### config.mk
export PLATFORM = sky130hd
export DESIGN_NAME = mbtl_out_stage
export DESIGN_NICKNAME = d
export VERILOG_FILES = /design/src/rtl/core/mbtl_pkg.sv /design/src/rtl/core/mbtl_out_stage.sv
export SDC_FILE = /design/constraint.sdc
export NUM_CORES = 1
export LEC_CHECK = 0
export BUFFER_PORTS_ARGS = -buffer_cell sky130_fd_sc_hd__buf_2
export CAP_MARGIN = 25
export CORE_MARGIN = 4
export CORE_UTILIZATION = 39
export CTS_BUF_LIST = sky130_fd_sc_hd__clkbuf_8
export DETAILED_ROUTE_END_ITERATION = 16
export PLACE_DENSITY_LB_ADDON = 0.25
export SYNTH_ARGS = -nofsm -noshare
export SYNTH_HDL_FRONTEND = slang
export SYNTH_SLANG_ARGS = --single-unit
### constraint.sdc
create_clock -name i_clk -period 3.9 [get_ports i_clk]
set_input_delay 0.39 -clock i_clk [delete_from_list [all_inputs] [get_ports i_clk]]
set_output_delay 0.39 -clock i_clk [all_outputs]
set_load 0.05 [all_outputs]
### src/rtl/core/mbtl_pkg.sv
// shared types and constants of the band tile layout converter
package mbtl_pkg;

    localparam int DEF_BAND_CAPACITY = 4096;
    localparam int DEF_ELEMENT_BITS  = 64;

    localparam int DATA_W = 64;   // element field width on the stream
    localparam int CFG_W  = 13;   // register field width
    localparam int PROD_W = 2 * CFG_W;

    // configuration register indexes
    localparam logic [1:0] CFG_DIRECTION = 2'd0;
    localparam logic [1:0] CFG_BAND_ROWS = 2'd1;
    localparam logic [1:0] CFG_TILE_COLS = 2'd2;
    localparam logic [1:0] CFG_ROW_LEN   = 2'd3;

    // item kinds
    localparam logic OP_DATA  = 1'b0;
    localparam logic OP_FLUSH = 1'b1;

    // directions
    localparam logic DIR_TO_TILED = 1'b0;
    localparam logic DIR_TO_ROWS  = 1'b1;

    // effective geometry, zero registers already replaced by one
    typedef struct packed {
        logic              dir;
        logic [CFG_W-1:0]  rows;
        logic [CFG_W-1:0]  tcols;
        logic [CFG_W-1:0]  rlen;
        logic [PROD_W-1:0] tile_span;   // rows * tcols
        logic [PROD_W-1:0] band_elems;  // rows * rlen
    } t_geom;

    // handshake state between the output stage and the top level
    typedef struct packed {
        logic can_take;   // an item accepted now finds room behind the memory
    } t_out_status;

    function automatic logic [CFG_W-1:0] at_least_one(input logic [CFG_W-1:0] v);
        return (v == '0) ? CFG_W'(1) : v;
    endfunction

endpackage

### src/rtl/core/mbtl_out_stage.sv
// read stage tracking and output register with backpressure
module mbtl_out_stage #(
    parameter int ELEM_W = 64
) (
    input  logic                            i_clk,
    input  logic                            i_rst_n,
    input  logic                            i_push,      // read issued this edge
    input  logic                            i_push_last,
    input  logic [ELEM_W-1:0]               i_rd_data,
    output mbtl_pkg::t_out_status           o_status,
    output logic                            m_axis_tvalid,
    input  logic                            m_axis_tready,
    output logic [mbtl_pkg::DATA_W-1:0]     m_axis_tdata,  // [63:0] element_out
    output logic                            m_axis_tlast   // band_last
);
    import mbtl_pkg::*;

    logic              r_s1_vld;
    logic              r_s1_last;
    logic              r_out_vld;
    logic              r_out_last;
    logic [ELEM_W-1:0] r_out_data;
    logic              s1_move;

    assign s1_move = r_s1_vld && (!r_out_vld || m_axis_tready);

    always_ff @(posedge i_clk) begin
        if (!i_rst_n) begin
            r_s1_vld  <= 1'b0;
            r_out_vld <= 1'b0;
        end else begin
            if (i_push) begin
                r_s1_vld <= 1'b1;
            end else if (s1_move) begin
                r_s1_vld <= 1'b0;
            end
            if (s1_move) begin
                r_out_vld <= 1'b1;
            end else if (m_axis_tready) begin
                r_out_vld <= 1'b0;
            end
        end
    end

    always_ff @(posedge i_clk) begin
        if (i_push) begin
            r_s1_last <= i_push_last;
        end
        if (s1_move) begin
            r_out_data <= i_rd_data;
            r_out_last <= r_s1_last;
        end
    end

    assign o_status.can_take = !r_s1_vld || s1_move;
    assign m_axis_tvalid     = r_out_vld;
    assign m_axis_tdata      = DATA_W'(r_out_data);
    assign m_axis_tlast      = r_out_last;

endmodule

==> impl_results.md <==
- Run status: complete, no violations
- Clock tree from TritonCTS: done
- Fraction of registers with async set/reset: 0%
- Clock sink total: 68
- Most frequently used flop master after synthesis: edfxtp_1
- Headroom to the max-slew limit: 74.04%
- Critical path launch point type: flip-flop
- Number of nets at the end of the flow: 291
- Cell taking the most area after synthesis: edfxtp_1
- Filler cells: 414
- Reg-to-reg slack, setup: 2.33 ns
- Met3 capacity usage during global routing: 6.319%
- Via count of the first global-routing pass: 1251
- Clock Latency Late Sink: 0.32 ns
- Data arrival time of the critical path: 1.56 ns
- Number of DRC violations after detailed routing: 0
- Number of placement rows: 26
- Final weighted congestion in routability-driven placement: 0.6880
- Placeable Area: 5107 µm²
- Number of inserted diodes: 0
- Largest net degree at the start of global routing: 28
- Count of endpoints failing hold in the final timing report: 0
- Number of synthesized flops with an enable pin: 66
- Final Cell Area: 3023 µm²
- Leakage Power: 1.294 nW
- Total via count in the routed design: 1218
- Residual overflow from global routing: 0
- Final min period: 1.567 ns
- Met2 track utilization from global routing: 20.61%
- Synthesized area: 2063 µm²
- Crit end category: flip-flop
- Global-route layer with the greatest usage: met2
- H-tree lvl count: 3
- Combined global-route utilization of all metal layers: 13.06%
- Number of clock buffers inserted by TritonCTS: 9
- Flop and latch count out of synthesis: 68
- Root buffer cell: clkbuf_8
- Worst Hold Class: input port to flip-flop
- Die width: 80.74 µm
- Global-route wire length before repair: 5968 µm
- Synthesized area per cell: 27.88 µm²
- Length of the first detailed-routing pass in iterations: 3
- Die area: 6518 µm²
- Number of antenna violations at the first check in global routing: 0
- Worst vdd ir: 0.2660 mV
- Number of resized instances in the post-cts repair step: 0
- Final worst path period share: 40.17%
- Final setup viols: 0
- Final Max Tran Viols: 0
- Number of max-cap violations: 0
- Most instantiated library cell after synthesis: edfxtp_1
- Routed wirelength normalized by instance count: 14.30 µm
- Post-detailed-route count of antenna-violating nets: 0
- Die boundary height: 80.74 µm
- Worst clock skew: 0.003559 ns
- Input/output buffers: 135
- Critical Path Fanout Max: 26
- Number of distinct standard cells referenced by the synthesized netlist: 8
- Yosys warns: 0
- Syn nets: 143
- Setup repair after global routing missed its margin: no
- Final Core Density: 59.19%
- Average via count per standard cell: 4.115
- Top cells by area in the synthesized netlist: edfxtp_1 (96%), dfxtp_1 (1.9%), a22o_1 (0.42%)
- Layout cell share with drive strength beyond 1: 66.37%
- I/O pin cnt: 136
- Required time worst endpoint: 3.89 ns
- Measured slew at the worst slew-check pin: 0.3885 ns
- CTS Buffer Depth: 2
- Area added between synthesis and finish: 46.51%
- Buffers inserted by post-CTS timing repair: 0
- Fmax achieved: 638.3 MHz
- Met1 track demand over resource in global routing: 14.16%
- Power density cells: 512.8 nW/µm²
- Worst setup path class: flip-flop to flip-flop
- Starting utilization of the core area: 40.40%
- Sequential-to-total area share from yosys stat: 98.00%
- Syn Inst Count: 74
- DRC violation total after the first TritonRoute iteration: 48
- Area of placed instances: 2849 µm²
- Hold_buf cts: 0
- Share of the synthesized area in the top cell type: 96.06%
- Clock transition at the register clock pins on the worst setup and hold paths after CTS: 0.07 ns
- Most frequent cells after synthesis: edfxtp_1 (66), dfxtp_1 (2)
- Aggregate routed wire length: 4234 µm
- Setup TNS: 0 ns
-- registers in the layout, summed over array words and instances, names as in the netlist --
signal,flops
m_axis_tdata,64
m_axis_tlast,1
m_axis_tvalid,1
r_s1_last,1
r_s1_vld,1
-- metal layers --
layer	vias to the layer above	wire (µm)	share of wire [%]
li1	590	-	-
met4	0	96	2.3
met2	88	1953	46
met5	-	0	0
met1	529	1509	36
met3	11	675	16
-- path summary, 6_finish.rpt --
path / from / to / cells after the start
max: m_axis_tvalid$_SDFFE_PN0P_ / m_axis_tdata[48]$_DFFE_PP_ / 3
min: i_rd_data[5] / m_axis_tdata[5]$_DFFE_PP_ / 1
max reg2reg: m_axis_tvalid$_SDFFE_PN0P_ / m_axis_tdata[48]$_DFFE_PP_ / 3
min reg2reg: r_s1_last$_DFFE_PP_ / m_axis_tlast$_DFFE_PP_ / 0
-- where the power goes --
group          switching [mW]  leakage, nW  internal [mW]  total [mW]
combinational           0.145        0.558         0.0472       0.192
sequential            0.00737        0.635          0.843       0.850
clock                   0.227        0.100          0.281       0.509
total                   0.379         1.29           1.17        1.55
-- cell type report --
| cell class | count | area [µm²] | share of cell area, % |
|---|---|---|---|
| timing repair buffer | 137 | 690.7 | 22.85 |
| clock inverter | 6 | 50.05 | 1.656 |
| clock buffer | 9 | 123.9 | 4.098 |
| multi-input combinational | 6 | 48.80 | 1.614 |
| tap | 70 | 87.58 | 2.897 |
| sequential | 68 | 2022 | 66.89 |
-- layout by cell type (no fill, tap or decap) --
master	Yosys	layout
clkbuf_8	0	9
inv_1	0	3
a22o_1	1	1
bufinv_16	0	1
edfxtp_1	66	66
nor2b_4	0	1
buf_4	0	2
buf_2	0	135
nor2b_2	1	1
and2_1	1	1
o21a_1	1	1
clkinv_2	0	1
nand2_1	1	1
clkinv_1	0	1
dfxtp_1	2	2
-- cells by family (layout without fill, tap and decap cells) --
group,after synthesis,in the layout,synth area share (%)
flops,68,68,98.00
simple gates,4,4,1.213
compound gates,2,2,0.7886
buf+inv,0,152,0
-- per-stage QoR --
stage	std cells	power (mW)	hold slack, ns	setup WS (ns)
6_report	296	1.550	0.2371	2.333
5_1_grt	296	1.620	0.2146	2.211
4_1_cts	296	1.571	0.2199	2.298
3_5_place_dp	281	1.060	0.4167	2.229
3_3_place_gp	281	1.057	0.4032	2.263
2_1_floorplan	74	0.9924	0.4003	1.055
-- worst max-delay path: stages, from the launching register on --
cell and delay, ns:
dfxtp_1 0.30, nor2b_2 0.18, nor2b_4 0.35, buf_4 0.40
Power figures use the tool's default switching activity.
