## src/rtl/core/mbtl_pkg.sv

```systemverilog
// shared types and constants of the band tile layout converter
package mbtl_pkg;

    localparam int DEF_BAND_CAPACITY = 4096;
    localparam int DEF_ELEMENT_BITS  = 64;

    localparam int DATA_W = 64;   // element field width on the stream
    localparam int CFG_W  = 13;   // register field width
    localparam int PROD_W = 2 * CFG_W;

    // configuration register indexes
    localparam logic [1:0] CFG_DIRECTION = 2'd0;
    localparam logic [1:0] CFG_BAND_ROWS = 2'd1;
    localparam logic [1:0] CFG_TILE_COLS = 2'd2;
    localparam logic [1:0] CFG_ROW_LEN   = 2'd3;

    // item kinds
    localparam logic OP_DATA  = 1'b0;
    localparam logic OP_FLUSH = 1'b1;

    // directions
    localparam logic DIR_TO_TILED = 1'b0;
    localparam logic DIR_TO_ROWS  = 1'b1;

    // effective geometry, zero registers already replaced by one
    typedef struct packed {
        logic              dir;
        logic [CFG_W-1:0]  rows;
        logic [CFG_W-1:0]  tcols;
        logic [CFG_W-1:0]  rlen;
        logic [PROD_W-1:0] tile_span;   // rows * tcols
        logic [PROD_W-1:0] band_elems;  // rows * rlen
    } t_geom;

    // handshake state between the output stage and the top level
    typedef struct packed {
        logic can_take;   // an item accepted now finds room behind the memory
    } t_out_status;

    function automatic logic [CFG_W-1:0] at_least_one(input logic [CFG_W-1:0] v);
        return (v == '0) ? CFG_W'(1) : v;
    endfunction

endpackage

```

## src/rtl/core/mbtl_addr_gen.sv

```systemverilog
// drain address counters of the held band
module mbtl_addr_gen #(
    parameter int ADDR_W = 12
) (
    input  logic                 i_clk,
    input  logic                 i_rst_n,
    input  mbtl_pkg::t_geom      i_geom,
    input  logic [ADDR_W:0]      i_band_size,
    input  logic                 i_step,      // one element drained
    input  logic                 i_restart,   // a new band is held
    output logic [ADDR_W-1:0]    o_addr,
    output logic                 o_last
);
    import mbtl_pkg::*;

    localparam int SIZE_W = ADDR_W + 1;
    // common width for comparing counters with register values
    localparam int CMP_W  = ((ADDR_W > CFG_W) ? ADDR_W : CFG_W) + 1;
    localparam int TT_W   = ADDR_W + CFG_W;

    // counters never pass the drain count, which stays below the band size
    logic [ADDR_W-1:0] r_cnt, n_cnt;
    logic [ADDR_W-1:0] r_col, n_col;
    logic [ADDR_W-1:0] r_row, n_row;
    logic [ADDR_W-1:0] r_tile, n_tile;

    logic              last;
    logic              col_more;
    logic              row_more;    // direction 0: another row in this tile
    logic              tile_more;   // direction 1: another tile in this row
    logic [TT_W-1:0]   tile_off;    // tile * tcols, full width
    logic [ADDR_W-1:0] rlen_a;
    logic [ADDR_W-1:0] tcols_a;
    logic [ADDR_W-1:0] span_a;
    logic [ADDR_W-1:0] row_term;
    logic [ADDR_W-1:0] tile_term;

    assign last     = ({1'b0, r_cnt} + SIZE_W'(1)) >= i_band_size;
    assign col_more = (CMP_W'(r_col) + CMP_W'(1)) < CMP_W'(i_geom.tcols);
    assign row_more = (CMP_W'(r_row) + CMP_W'(1)) < CMP_W'(i_geom.rows);

    assign tile_off  = TT_W'(r_tile) * TT_W'(i_geom.tcols);
    // (tile + 2) * tcols <= rlen, same as tile + 1 < max(1, rlen / tcols)
    assign tile_more = ((TT_W + 2)'(tile_off) + (TT_W + 2)'(i_geom.tcols)
                        + (TT_W + 2)'(i_geom.tcols)) <= (TT_W + 2)'(i_geom.rlen);

    // addresses wrap modulo the bank size, so operands are cut to ADDR_W
    assign rlen_a  = ADDR_W'(i_geom.rlen);
    assign tcols_a = ADDR_W'(i_geom.tcols);
    assign span_a  = ADDR_W'(i_geom.tile_span);

    always_comb begin
        if (i_geom.dir == DIR_TO_TILED) begin
            row_term  = r_row * rlen_a;
            tile_term = ADDR_W'(tile_off);
        end else begin
            row_term  = r_row * tcols_a;
            tile_term = r_tile * span_a;
        end
    end

    assign o_addr = tile_term + row_term + r_col;

    always_comb begin
        n_cnt  = r_cnt;
        n_col  = r_col;
        n_row  = r_row;
        n_tile = r_tile;
        if (i_restart || (i_step && last)) begin
            n_cnt  = '0;
            n_col  = '0;
            n_row  = '0;
            n_tile = '0;
        end else if (i_step) begin
            n_cnt = r_cnt + ADDR_W'(1);
            if (col_more) begin
                n_col = r_col + ADDR_W'(1);
            end else begin
                n_col = '0;
                if (i_geom.dir == DIR_TO_TILED) begin
                    if (row_more) begin
                        n_row = r_row + ADDR_W'(1);
                    end else begin
                        n_row  = '0;
                        n_tile = r_tile + ADDR_W'(1);
                    end
                end else begin
                    if (tile_more) begin
                        n_tile = r_tile + ADDR_W'(1);
                    end else begin
                        n_tile = '0;
                        n_row  = r_row + ADDR_W'(1);
                    end
                end
            end
        end
    end

    always_ff @(posedge i_clk) begin
        if (!i_rst_n) begin
            r_cnt  <= '0;
            r_col  <= '0;
            r_row  <= '0;
            r_tile <= '0;
        end else begin
            r_cnt  <= n_cnt;
            r_col  <= n_col;
            r_row  <= n_row;
            r_tile <= n_tile;
        end
    end

    assign o_last = last;

endmodule

```

## config.mk

```make
export PLATFORM = sky130hd
export DESIGN_NAME = mbtl_addr_gen
export DESIGN_NICKNAME = d
export VERILOG_FILES = /design/src/rtl/core/mbtl_pkg.sv /design/src/rtl/core/mbtl_addr_gen.sv
export SDC_FILE = /design/constraint.sdc
export NUM_CORES = 1
export LEC_CHECK = 0
export BUFFER_PORTS_ARGS = -buffer_cell sky130_fd_sc_hd__buf_4
export CELL_PAD_IN_SITES_DETAIL_PLACEMENT = 0
export CELL_PAD_IN_SITES_GLOBAL_PLACEMENT = 1
export CORE_UTILIZATION = 40
export CTS_CLUSTER_SIZE = 16
export DETAILED_ROUTE_END_ITERATION = 10
export GPL_ROUTABILITY_DRIVEN = 0
export PLACE_DENSITY_LB_ADDON = 0.1
export SLEW_MARGIN = 5
export SYNTH_ARGS = -nofsm -noshare
export SYNTH_HDL_FRONTEND = slang
export SYNTH_SLANG_ARGS = --single-unit
export TNS_END_PERCENT = 1
```

## constraint.sdc

```tcl
create_clock -name i_clk -period 26.1 [get_ports i_clk]
set_clock_uncertainty 0.2 [all_clocks]
set_input_delay 3.915 -clock i_clk [delete_from_list [all_inputs] [get_ports i_clk]]
set_output_delay 3.915 -clock i_clk [all_outputs]
set_load 0.1 [all_outputs]
```

==> metrics.txt <==
Arrival @ worst endpoint 10.25 ns; RSZ-0062 raised after global routing no; initial drt markers 688; Synth Net Count 2665; total power 210 uW; Routed WL 46600 um; Synth Cell Area 16800 um^2; core area 41100 um^2; vias per inst between 5 and 6; max cap viols 0; status complete, but fails checks; Die H roughly 210 um; PnR worst setup slack 11.74 ns; CTS tree done; Crit Path Class in2out; Clock Tree Buf Depth 2; slowest CP cell fa_1; Buffers on Ports 81; clock buffer count from CTS 5; Final Util 0.439; clk_lat worst skew about 0.3 ns; Yosys top cell area share 0.286; # nets final around 2700; Achievable Freq 69.6 MHz; Clock Tree Root clkbuf_16; antenna violations before repair 0; Yosys top cell by area fa_1; detailed-route via count 13325; slew margin rel. 0.313; Yosys cell types around 70; FP Rows 74; Synth Flop Type dfxtp_1; synth top area cells fa_1 29%, ha_1 17%, inv_1 9.7%; Routed Antenna Nets 0; H-tree depth 2; LEAKAGE 0.00945 uW; FILL cells 4311; area delta synth->final 7.46%; CP required 21.98 ns; Hold Slack between 0.3 and 0.4 ns; flops & latches, synth 48; First-pass DRT Iterations 8; flop2flop setup slack 17.21 ns; wire per inst 17.7 um; worst path cell trace buf_4, nand2_1, fa_1, fa_1, inv_1, ha_1, fa_1, inv_1, fa_1, inv_1, ha_1, and3_1, a2111o_1, xor2_1, mux2i_1, fa_1, inv_1, ha_1, a21oi_1, xnor2_1, xnor2_1, buf_4; register area share after synthesis 0.0573; Remaining DRCs 8; postcts setup bufs 0; Worst Hold Class reg2reg; EDFF count, synth 0; Synth warnings 0; vias in the first global route 13515; PwrDens 11.7 nW/um^2; failing checks design-rule violations; hold-fix buffers at CTS 0; Min Clock Period, post-route 14.36 ns; delay of the slowest critical-path stage roughly 0.54 ns; commonest non-fill, non-tap cells in the layout 434 x inv_1, 334 x nand2_1, 240 x fa_1; Reg area 961 um^2; I/O pin cnt 122; CP endpoint kind primary output; commonest non-fill, non-tap cell in the layout inv_1; first-pass GRT wire length 74000 um; share of cells above drive strength 1 0.0609; grt ovf 0; critical path launch point type input port; fin crit share 0.550; HPWL after detailed placement 37200 um; die area between 40000 and 50000 um^2; Final Max Slew Viols 0; CTS clock-pin slew for the worst setup and hold paths 0.07 ns; CP Max Fanout 22; pre-CTS WS 11.68 ns; Multi-input gate area 13800 um^2; crit-path most repeated cell fa_1; average size of a mapped cell around 8 um^2; starting density of the core 0.408; VDD IR max 20.2 uV; Post-synth ARST share 0; worst slew pin tran about 1.0 ns; setup TNS 0 ns; # setup viols final 0; Syn Inst Count 2089; Fin. Hold Viols 0; largest net degree at the start of global routing 40; global-route usage over all layers 0.227; clk sink count 48; Die X 207 um; Post-CTS Resized 0
-- cell usage after synthesis (2+ instances only) --
library cell  count
a2111oi_4         2
a21boi_0          2
o22ai_1           3
o21bai_1          9
o311ai_0          2
and4_1            3
buf_2             3
and2_1           93
a221o_1           2
o211ai_1          8
or2_2             2
nor4_1            3
nor3_1           14
nor2b_1          12
ha_1            227
a211o_1           2
mux2i_1          21
nand2_1         334
nand3_1          33
dfxtp_1          48
nor2_1           67
xnor2_1         112
a21o_1           31
nand2b_1         15
o22ai_2           6
o211a_1           2
a211oi_1          6
a21oi_1          66
fa_1            240
o21a_1            9
or3_1             7
clkbuf_1         83
and3_1           27
a2111o_1          3
xor2_1           51
o31ai_1           6
o21ai_0          37
a32oi_1           2
a2111oi_0         6
a21boi_1          2
buf_1             7
nand4_1          20
o21ai_1           3
inv_1           434
-- per-stage QoR --
step / area, um^2 / std cells
2_1_floorplan: 16800 / 2089
3_3_place_gp: 17800 / 2627
3_5_place_dp: 17800 / 2627
4_1_cts: 18000 / 2635
5_1_grt: 18000 / 2635
6_report: 18000 / 2636
-- per-layer routing --
| metal | vias up | track usage | part of all wire |
|---|---|---|---|
| li1 | 6515 | - | - |
| met1 | 6567 | 0.324 | 0.48 |
| met2 | 222 | 0.381 | 0.47 |
| met3 | 21 | 0.0251 | 0.045 |
| met4 | 0 | 0.0245 | 0.0076 |
| met5 | - | 0 | 0 |
-- sequential cells by signal (all words and copies together), names as in the netlist --
register  count
r_tile       12
r_row        12
r_cnt        12
r_col        12
-- path summary, 6_finish.rpt --
check	start	endpoint	cells after the start
min reg2reg	r_col[2]$_SDFFE_PP0P_	r_col[2]$_SDFFE_PP0P_	2
min	r_col[2]$_SDFFE_PP0P_	r_col[2]$_SDFFE_PP0P_	2
max	i_geom[68]	o_addr[11]	22
max reg2reg	r_tile[2]$_SDFFE_PP0P_	r_row[10]$_SDFFE_PP0P_	28
-- critical path: cells and delay by family --
kind	cells	cell delay, ns
simple gates	2	0.34
xor+xnor	3	0.69
fa+ha+maj	8	3.59
buf+inv	6	0.86
compound gates	2	0.65
mux	1	0.18
-- area by class of cell --
class	instances	area share
antenna	1	0.000139
sequential	48	0.0533
inverter	435	0.0905
tap	532	0.0369
multi-input combinational	1512	0.767
clock buffer	5	0.00694
timing repair buffer	100	0.0416
clock inverter	3	0.00382
-- logic make-up (layout without fill, tap and decap cells) --
family                   Yosys count  in the layout  synth area share
flip-flops                        48             48            0.0573
other                              0              1                 0
multiplexers                      23             23            0.0145
AO/OA/AOI/OAI                    225            225            0.0940
buffers and inverters            529            543             0.119
AND/OR/NAND/NOR                  634            634             0.175
XOR/XNOR                         163            163            0.0851
adder cells (fa/ha/maj)          467            467             0.456
-- power breakdown --
part           switching (uW)  total [uW]  leakage, uW  internal [uW]
combinational            32.9        48.6      0.00897           15.7
sequential              0.329        73.7     0.000387           73.4
clock                    32.6        88.0    0.0000944           55.4
total                    65.8         210      0.00945            144
Note: power is estimated with default switching activity, not from simulation.
